**src/tvi_pkg.sv**
```systemverilog
// Shared types, constants and helper functions of the trilinear volume interpolator.
`default_nettype none
package tvi_pkg;

    localparam int SAMPLE_W  = 16;
    localparam int VADDR_W   = 18;
    localparam int VOL_WORDS = 262144;
    localparam int COORD_W   = 16;
    localparam int FRAC_W    = 8;
    localparam int SIZE_W    = 7;
    localparam int IDX_W     = 7;
    localparam int T1_W      = 15;
    localparam int PLANE_W   = 14;
    localparam int LIN_W     = 22;
    localparam int WGT_W     = FRAC_W + 1;
    localparam int W2_W      = 2 * WGT_W;
    localparam int W3_W      = 3 * FRAC_W + 1;
    localparam int OUT_W     = 40;
    localparam int CORNERS   = 8;
    localparam int CFG_IDX_W = 2;

    localparam logic [CFG_IDX_W-1:0] CFG_SIZE_X = 2'd0;
    localparam logic [CFG_IDX_W-1:0] CFG_SIZE_Y = 2'd1;
    localparam logic [CFG_IDX_W-1:0] CFG_SIZE_Z = 2'd2;

    typedef enum logic {
        OP_WRITE = 1'b0,
        OP_QUERY = 1'b1
    } t_op;

    // Contents of the first front stage.
    typedef struct packed {
        t_op                 kind;
        logic [VADDR_W-1:0]  waddr;
        logic [SAMPLE_W-1:0] wdata;
        logic                in_cell;
        logic [IDX_W-1:0]    bx;
        logic [FRAC_W-1:0]   fx;
        logic [FRAC_W-1:0]   fy;
        logic [FRAC_W-1:0]   fz;
        logic [T1_W-1:0]     t1;
    } t_s1;

    // Contents of the second front stage, as handed to the memory stage.
    typedef struct packed {
        t_op                      kind;
        logic [VADDR_W-1:0]       waddr;
        logic [SAMPLE_W-1:0]      wdata;
        logic                     in_cell;
        logic [LIN_W-1:0]         base;
        logic [PLANE_W-1:0]       plane;
        logic [FRAC_W-1:0]        fz;
        logic [3:0][W2_W-1:0]     wxy;
    } t_s2;

    // Per-query flags leaving the memory stage.
    typedef struct packed {
        logic                in_cell;
        logic [CORNERS-1:0]  ok;
    } t_flags;

    // Base corner on one axis: floor(coordinate) minus one, as a 9-bit signed value.
    function automatic logic [FRAC_W:0] base_of(input logic [COORD_W-1:0] c);
        return {c[COORD_W-1], c[COORD_W-1:FRAC_W]} - 9'd1;
    endfunction

    // The base lies from 1 to size-2.
    function automatic logic axis_ok(input logic [FRAC_W:0] b, input logic [SIZE_W-1:0] sz);
        return !b[FRAC_W] && (b != 9'd0) && (({1'b0, b[7:0]} + 9'd2) <= {2'b0, sz});
    endfunction

endpackage
`default_nettype wire

```
**src/tvi_front.sv**
```systemverilog
// Front pipeline: range check, base address and the x-y weight products.
`default_nettype none
module tvi_front import tvi_pkg::*; (
    input  wire logic                      i_clk,
    input  wire logic                      i_rst_n,
    input  wire logic                      i_valid,
    output logic                           o_ready,
    input  wire logic                      i_opcode,
    input  wire logic [VADDR_W-1:0]        i_voxel_address,
    input  wire logic [SAMPLE_W-1:0]       i_voxel_value,
    input  wire logic [COORD_W-1:0]        i_coord_x,
    input  wire logic [COORD_W-1:0]        i_coord_y,
    input  wire logic [COORD_W-1:0]        i_coord_z,
    input  wire logic [SIZE_W-1:0]         i_size_x,
    input  wire logic [SIZE_W-1:0]         i_size_y,
    input  wire logic [SIZE_W-1:0]         i_size_z,
    input  wire logic                      i_next_load,
    output logic                           o_valid,
    output t_s2                            o_item
);

    logic     r1_v, r2_v;
    t_s1      r1, n1;
    t_s2      r2, n2;
    logic     load1, load2;
    logic [FRAC_W:0] bx, by, bz;
    logic [WGT_W-1:0] wgx [2];
    logic [WGT_W-1:0] wgy [2];

    assign load2   = !r2_v || i_next_load;
    assign load1   = !r1_v || load2;
    assign o_ready = load1;
    assign o_valid = r2_v;
    assign o_item  = r2;

    always_comb begin
        bx = base_of(i_coord_x);
        by = base_of(i_coord_y);
        bz = base_of(i_coord_z);
        n1.kind    = t_op'(i_opcode);
        n1.waddr   = i_voxel_address;
        n1.wdata   = i_voxel_value;
        n1.in_cell = axis_ok(bx, i_size_x) && axis_ok(by, i_size_y) && axis_ok(bz, i_size_z);
        n1.bx      = bx[IDX_W-1:0];
        n1.fx      = i_coord_x[FRAC_W-1:0];
        n1.fy      = i_coord_y[FRAC_W-1:0];
        n1.fz      = i_coord_z[FRAC_W-1:0];
        n1.t1      = {8'b0, by[IDX_W-1:0]} + ({8'b0, bz[IDX_W-1:0]} * {8'b0, i_size_y});
    end

    always_comb begin
        wgx[0] = 9'd256 - {1'b0, r1.fx};
        wgx[1] = {1'b0, r1.fx};
        wgy[0] = 9'd256 - {1'b0, r1.fy};
        wgy[1] = {1'b0, r1.fy};
        n2.kind    = r1.kind;
        n2.waddr   = r1.waddr;
        n2.wdata   = r1.wdata;
        n2.in_cell = r1.in_cell;
        n2.fz      = r1.fz;
        n2.base    = {15'b0, r1.bx} + ({7'b0, r1.t1} * {15'b0, i_size_x});
        n2.plane   = {7'b0, i_size_x} * {7'b0, i_size_y};
        for (int c = 0; c < 4; c++) begin
            n2.wxy[c] = {9'b0, wgx[c % 2]} * {9'b0, wgy[c / 2]};
        end
    end

    always_ff @(posedge i_clk) begin
        if (!i_rst_n) begin
            r1_v <= 1'b0;
            r2_v <= 1'b0;
        end else begin
            if (load1) r1_v <= i_valid;
            if (load2) r2_v <= r1_v;
        end
    end

    always_ff @(posedge i_clk) begin
        if (load1) r1 <= n1;
        if (load2) r2 <= n2;
    end

endmodule
`default_nettype wire

```
**config.mk**
```make
export PLATFORM = sky130hd
export DESIGN_NAME = tvi_front
export DESIGN_NICKNAME = d
export VERILOG_FILES = /design/src/tvi_pkg.sv /design/src/tvi_front.sv
export SDC_FILE = /design/constraint.sdc
export NUM_CORES = 1
export LEC_CHECK = 0
export BUFFER_PORTS_ARGS = -buffer_cell sky130_fd_sc_hd__buf_2
export CORE_ASPECT_RATIO = 0.5
export CORE_MARGIN = 3
export CORE_UTILIZATION = 39
export DETAILED_ROUTE_END_ITERATION = 8
export GPL_TIMING_DRIVEN = 0
export HOLD_SLACK_MARGIN = 0.05
export MAX_ROUTING_LAYER = met4
export SYNTH_ARGS = -nofsm -noshare
export SYNTH_HDL_FRONTEND = slang
export SYNTH_SLANG_ARGS = --single-unit
export TNS_END_PERCENT = 20
```
**constraint.sdc**
```tcl
create_clock -name i_clk -period 5.7 [get_ports i_clk]
set_input_delay 1.14 -clock i_clk [delete_from_list [all_inputs] [get_ports i_clk]]
set_output_delay 1.14 -clock i_clk [all_outputs]
set_load 0.01 [all_outputs]
```
Word-level counts from Yosys, hierarchy flattened
Index checks and enable logic that the tools add are counted.
- input bits: 108
- output and inout bits: 154
- word-level logic and storage cells: 60
- register bits after elaboration: 232
- reductions and logical operators: 18
- add/sub/neg operators: 10
- $mul: 7
- order comparisons: 3
- operator list (kind ; count):
    7-bit by 7-bit multiplier with 14-bit output ; 2
    8-bit by 2-bit adder with 9-bit output, second input constant ; 3
    9-bit by 7-bit <= comparator with 1-bit output ; 3
    9-bit nonzero test ; 3
    8-bit by 2-bit subtractor with 9-bit output, second input constant ; 3
    7-bit by 22-bit adder with 22-bit output ; 1
    15-bit by 7-bit multiplier with 22-bit output ; 1
    9-bit by 9-bit multiplier with 18-bit output ; 1
    9-bit by 8-bit subtractor with 9-bit output, first input constant ; 2
    8-bit by 9-bit multiplier with 17-bit output ; 1
    9-bit by 8-bit multiplier with 17-bit output ; 1
    8-bit by 8-bit multiplier with 16-bit output ; 1
    7-bit by 14-bit adder with 15-bit output ; 1
    1-bit logical AND ; 8
    1-bit logical NOT ; 5
    1-bit logical OR ; 2

Logic depth before layout (Yosys ltp)
Gate-level depths: netlist (run 1).
- depth after elaboration: 6
- depth in mapped cells: 23
- gate-level depth less buffers: 22

Least setup slack after synthesis (run 1)
No wires, ideal clock.
- path kind: input to register
- start point: in i_coord_z[8]
- end point: reg r1[12] in the netlist's numbering, data pin
- library setup time: 0.258 ns
- data required time: 5.442 ns
- arrival: 5.745 ns
- setup slack: -0.302 ns
- stages: 23
- buffers on the path: 2
- cells stage by stage: clkbuf_1 > inv_1 > ha_1 > buf_2 > nor3b_2 > xnor2_1 > nor2_1 > fa_1 > inv_1 > fa_1 > inv_1 > fa_1 > inv_1 > fa_1 > inv_1 > ha_1 > o21a_1 > o31a_1 > nor2_1 > o21ai_1 > a41oi_1 > nor2b_1 > xnor2_1
- RTL lines (element ; RTL line ; text):
    start: declaration ; tvi_front.sv:13 ; input wire logic [COORD_W-1:0] i_coord_z,
    end signal: assignment ; tvi_front.sv:79 ; if (load1) r1 <= n1;
    end: declaration ; tvi_front.sv:23 ; t_s1 r1, n1;

==> metrics, run 1 <==
status complete, no violations; sequential-to-total area share from yosys stat 0.2778; synth-to-layout area growth 16.89%; Skew-Pair Late Insertion Delay around 0.56 ns; n_diodes 0; post-route ant nets 0; Lkg Pwr ~0.014 µW; crit path launch type flop; share of cells above drive strength 1 0.1713; antenna violations before repair 0; min Tclk post-route 5.572 ns; RSZ-0062 raised after global routing yes; Worst Tran Pin Value between 0.8 and 0.9 ns; CP max stage cell fa_1; setup skew after layout 0.008592 ns; grt met3 use 0.02359; DR WL/cell 16.06 µm; Syn Inst Count 2410; global-route wire length before repair 92.17 mm; Compound-Gate Fraction of Synth Area 0.05910; count leader, synth inv_1; Worst slew margin 0.4357; clock buffer depth 3; WP data required around 6.0 ns; Post-Route WL 57.31 mm; pin count of the biggest net entering global routing 90; Tot GR Track Use 0.1771; Core Rows 64; critical path cell sequence nor2_2, nand3_2, nor4_4, xnor2_4, buf_8, buf_4, and2_1, fa_1, inv_1, fa_1, fa_1, fa_1, inv_1, ha_1, a21o_1, a21oi_2, a31oi_2, a21o_1, a21oi_2, xnor2_1; simple-gate area share of the yosys netlist 0.1399; largest cells by area after synthesis edfxtp_1, fa_1, ha_1; critical path type reg2reg; critical path arrival around 5.9 ns; total core area just over 60000 µm²; CTS Sinks 229; number of remaining DRC errors 0; number of max-cap violations 0; Die X-Extent 361.8 µm; Final Non-Filler Cells roughly 3600; GRT overflow 0; XOR/XNOR Fraction of Synth Area 0.04820; clock transition at the registers of the reported paths approximately 0.060 ns; Initial Util 0.3993; Pre-antenna DRT Iters 7; worst-path fanout max 6; HPWL Detailed 45.72 mm; CTS H-Tree Depth 1; routing usage on met1 0.2187; most crowded layer after global routing met2; hold buffer count at CTS 0; area leader, netlist edfxtp_1; Post-Place Cells about 3500; Initial DRC Count 861; Crit path top cell by count fa_1; final hold slack 0.4153 ns; Power per Cell Area 510.6 nW/µm²; main combinational cell family by area after synthesis adder cells; worst hold path type reg2reg; RePlAce Congestion 0.9195; fraction of synthesized area in multiplexers 0; IO Pins 262; top post-synthesis cells by count inv_1, ha_1, fa_1; #FFs+latches synth roughly 230; vias in the first global route 17900; Synth warnings 0; Synth Flop Type edfxtp_1; met2 usage 0.3136; final hold violations 0; Synth async-reset ratio 0; Adder-Cell Fraction of Synth Area 0.3921; via-per-instance ratio 4.896; Final Util 0.4667; Tcrit/Tclk final 0.9776; NumNets Final approximately 3400; Die Area 66530 µm²; CTS root buffer clkbuf_16; critical path's largest stage delay around 0.53 ns; Die Y 183.9 µm; worst vdd ir around 670 µV; Final setup viols 0; syn avg cell area 10.24 µm²; pins over their slew limit 0; Fin Setup TNS 0 ns; via count 17470; number of flops mapped to enable cells by yosys 227; Distinct cells, synth between 60 and 70; Synth Cell Area 24680 µm²; highest clock rate 0.1795 GHz; Synth top area share 0.2761; # port buffers 247; total CTS buffers 25; Crit. End Element flop; CTS tree done
-- kinds of logic (layout without fill, tap and decap cells) --
| kind of cell | after synthesis | count (layout) |
|---|---|---|
| adder cells (fa/ha/maj) | 596 | 596 |
| XOR/XNOR | 135 | 135 |
| AND/OR/NAND/NOR | 681 | 681 |
| other | 1 | 4 |
| flip-flops | 229 | 229 |
| buffers and inverters | 536 | 866 |
| AO/OA/AOI/OAI | 232 | 232 |
-- routing by layer --
metal / wire (µm) / vias to the layer above
met1: 24110 / 8768
li1: - / 8330
met4: 926 / 0
met3: 2453 / 68
met2: 29820 / 304
met5: 0 / -
-- path summary, 6_finish.rpt --
path,start,to,slack (ns),depth (start not counted)
max,r1[33],o_item[52],0.13,20
min,n2[76],o_item[76],0.42,0
max reg2reg,r1[33],o_item[52],0.13,20
min reg2reg,n2[76],o_item[76],0.42,0
-- metrics by stage --
step	setup slack [ns]	total power, µW	instance area (µm²)
5_1_grt	-0.06385	16450	28850
4_1_cts	-0.02654	14610	28190
3_3_place_gp	-0.8228	12790	27010
2_1_floorplan	-0.005444	10670	24750
6_report	0.1276	14730	28850
3_5_place_dp	-0.8671	12880	27080
-- report_power, final --
part	internal, µW	switching (µW)
sequential	2810	196
combinational	4550	5630
clock	852	698
total	8210	6520
-- layout by cell type (no fill, tap or decap), types with 5 or more instances in the layout --
| master | instances |
|---|---|
| buf_2 | 253 |
| a21oi_2 | 11 |
| nor2b_1 | 15 |
| clkinv_2 | 5 |
| nor3_1 | 26 |
| inv_2 | 9 |
| nand3b_1 | 9 |
| inv_1 | 444 |
| xnor2_2 | 5 |
| o21bai_1 | 5 |
| ha_1 | 291 |
| nor2_1 | 107 |
| a21oi_1 | 68 |
| fa_1 | 296 |
| nor4_1 | 6 |
| ha_4 | 9 |
| clkinv_1 | 6 |
| o21ai_0 | 26 |
| o31ai_1 | 9 |
| o211ai_1 | 8 |
| o21ai_1 | 11 |
| nand3_1 | 15 |
| xor2_1 | 45 |
| and2_1 | 223 |
| nand2b_1 | 5 |
| clkbuf_1 | 31 |
| clkbuf_2 | 15 |
| nand2_1 | 206 |
| edfxtp_1 | 227 |
| a21o_1 | 22 |
| xnor2_1 | 74 |
| o21a_1 | 29 |
| nand4_1 | 9 |
| or3_1 | 11 |
| buf_4 | 55 |
| o31a_1 | 7 |
| clkbuf_16 | 25 |
| a31oi_1 | 6 |
| xor2_4 | 5 |
| o22ai_1 | 5 |
-- layout make-up --
cell class | instances | area [µm²]
clock inverter | 16 | 130.1
inverter | 456 | 1717
clock buffer | 27 | 633.1
timing repair buffer | 295 | 1649
multi-input combinational | 1648 | 16410
tap | 825 | 1032
buffer | 72 | 426.7
fill | 5866 | 32970
sequential | 229 | 6857
-- repair_timing --
action	4_1_cts	5_1_grt
pin swaps	2	54
setup endpoints to repair	30	24
setup buffers	17	29
resized for setup	58	129
-- state kept, by name, indices dropped and copies added, names as in the netlist --
name     count
r1_v         1
o_item     145
o_valid      1
r1          38
n2          44
-- worst max-delay path, delay by kind of cell (launching register included) --
| family | cells | cell delay (ns) |
|---|---|---|
| AOI/OAI and AO/OA | 5 | 0.85 |
| xor gates and xnor gates | 2 | 0.26 |
| adders and majority gates | 5 | 2.30 |
| buffers and inverters | 4 | 0.43 |
| DFF | 1 | 0.49 |
| and+or+nand+nor | 4 | 0.97 |
Note: power is estimated with default switching activity, not from simulation.
==> inputs of run 2 (changes only) <==
RECOVER_POWER = 25   (was not set)
==> run 2 against run 1 <==
Compared with the run above:
- clock skew hardly changed
- largest cell class unchanged
- sequential power hardly changed
- core utilization hardly changed
- global-route usage stayed put
- the flow now finishes with violations (capacitance limit, slew limit)
- first-iteration DRC count is 0.23% higher
- sequential share of layout area hardly changed
- hold slack better by 0.00059 ns
==> metrics, run 2 (synthesis gave the netlist of run 1 again) <==
worst-path fanout max 6 (unchanged); Final Power 14730 µW (about the same); Crit. End Element flop; WP data required 6.00 ns (about the same); setup skew after layout 0.008888 ns (+0.0002957 ns); area of the multi-input gates 16400 µm² (about the same); worst hold path type reg2reg; share of cells above drive strength 1 0.1706 (-0.0007291); Pre-antenna DRT Iters 5 (-2); # port buffers 247 (unchanged); final hold violations 0 (unchanged); highest clock rate 0.1795 GHz (about the same); min Tclk post-route 5.572 ns (-0.0001750 ns); Fillers 5870 (+0.068%); CTS H-Tree Depth 1 (unchanged); FF/Latch Area 6857 µm² (unchanged); CP Launch Point r1[33]; Skew-Pair Late Insertion Delay 0.56 ns (about the same); NumNets Final 3431 (unchanged); total CTS buffers 25 (unchanged); number of remaining DRC errors 0 (unchanged); Die X-Extent 361.8 µm (unchanged); RePlAce Congestion 0.9195 (unchanged); DR WL/cell 16.05 µm (about the same); total core area 61820 µm² (unchanged); Worst Tran Pin Value 2.632 ns (+1.785 ns); flip-flop count of the largest register after layout 145 (unchanged); IO Pins 262 (unchanged); Lkg Pwr 0.01409 µW (about the same); pin count of the biggest net entering global routing 90 (unchanged); Final Util 0.4666 (about the same); most frequent cells in the layout inv_1, fa_1, ha_1, buf_2, edfxtp_1; post-route ant nets 0 (unchanged); placed cell area 27080 µm² (unchanged); end of the worst register-to-register path o_item[52]; critical path arrival 5.87 ns (about the same); failing checks capacitance limit, slew limit; Final setup viols 0 (unchanged); Initial DRC Count 863 (+0.23%); GRT overflow 0 (unchanged); design area 28840 µm² (about the same); via-per-instance ratio 4.901 (about the same); Tot GR Track Use 0.1771 (unchanged); clock transition at the registers of the reported paths 0.06 ns (about the same); reg2reg start r1[33]; antenna violations before repair 0 (unchanged); clock buffer depth 3 (unchanged); vias in the first global route 17900 (unchanged); via count 17490 (+0.12%); HPWL Detailed 45.72 mm (unchanged); reg2reg setup slack 0.13 ns (about the same); cells on worst reg2reg path 20 (unchanged); hold buffer count at CTS 0 (unchanged); number of max-cap violations 1 (+1); RSZ-0062 raised after global routing yes; Core Rows 64 (unchanged); Die Y 183.9 µm (unchanged); pins over their slew limit 57 (+57); Tcrit/Tclk final 0.9776 (about the same); CTS tree done; CTS root buffer clkbuf_16; Worst slew margin -0.7641 (-1.200); worst setup path end o_item[52]; most common cell after layout, fill and taps aside inv_1; Initial Util 0.3993 (unchanged); status complete, but fails checks; crit path launch type flop; worst vdd ir 666.9 µV (about the same); global-route wire length before repair 92.17 mm (unchanged); CTS Sinks 229 (unchanged); critical path type reg2reg; Die Area 66530 µm² (unchanged); synth-to-layout area growth 16.85% (about the same); Power per Cell Area 510.8 nW/µm² (about the same); Post-Route WL 57.28 mm (about the same)
-- run 2: cell count changes in the layout (fill, tap and decap cells not counted) --
cell,before,now
and2_0,0,4
and2_1,223,219
buf_2,253,252
clkbuf_1,31,32
clkinvlp_2,0,1
diode_2,0,1
inv_6,2,1
xor2_1,45,46
xor2_2,2,1
-- run 2: power by group --
part           switching, µW  total, µW  internal [µW]
logic                   5630      10200           4540
clock network            699       1550            852
registers                197       3010           2810
-- run 2: final cells by class --
type                            count  share of cell area
Tap cell                          825             0.03579
Sequential cell                   229              0.2377
Multi-Input combinational cell   1648              0.5686
Clock buffer                       27             0.02195
Inverter                          456             0.05938
Antenna cell                        1          0.00008676
Timing Repair Buffer              295             0.05713
Buffer                             72             0.01479
Clock inverter                     16            0.004511
-- run 2: worst max-delay path, cell delays in order, from the launching register on --
cell and delay [ns]:
edfxtp_1 0.49, nor2_2 0.25, nand3_2 0.16, nor4_4 0.39, xnor2_4 0.17, buf_8 0.18
buf_4 0.15, and2_1 0.17, fa_1 0.53, inv_1 0.05, fa_1 0.50, fa_1 0.40
fa_1 0.51, inv_1 0.05, ha_1 0.36, a21o_1 0.21, a21oi_2 0.17, a31oi_2 0.13
a21o_1 0.19, a21oi_2 0.15, xnor2_1 0.09
-- run 2: how the worst min path moves through the flow --
stage	start	to	slack, ns	cells past startpoint
final	n2[76]	o_item[76]	0.42	0
after global routing	n2[72]	o_item[72]	0.42	0
after CTS	n2[139]	o_item[139]	0.42	0
after detailed placement	n2[119]	o_item[119]	0.40	0
after global placement	n2[146]	o_item[146]	0.40	0
after floorplan	n2[116]	o_item[116]	0.40	0
-- run 2: metrics by stage --
step	setup TNS (ns)	cells	hold slack, ns	setup WS [ns]
after detailed placement	-17.46	3487	0.4045	-0.8671
after global routing	-0.5236	3568	0.4217	-0.06385
after floorplan	-0.005444	2413	0.4003	-0.005444
after CTS	-0.05174	3543	0.4186	-0.02654
final	0	3569	0.4159	0.1277
after global placement	-64.81	3485	0.4003	-0.8228
-- run 2: what timing repair did --
item | 4_1_cts | 5_1_grt
setup endpoints to repair | 30 | 24
pin swaps | 2 | 54
setup buffers | 17 | 29
gates resized for setup | 58 | 129
-- run 2: metal layers --
layer  part of all wire  vias up  GRT usage
met5                  0        -          -
met4              0.016        0    0.03431
met3              0.043       70    0.02359
met2               0.52      312     0.3136
met1               0.42     8777     0.2187
li1                   -     8332          -
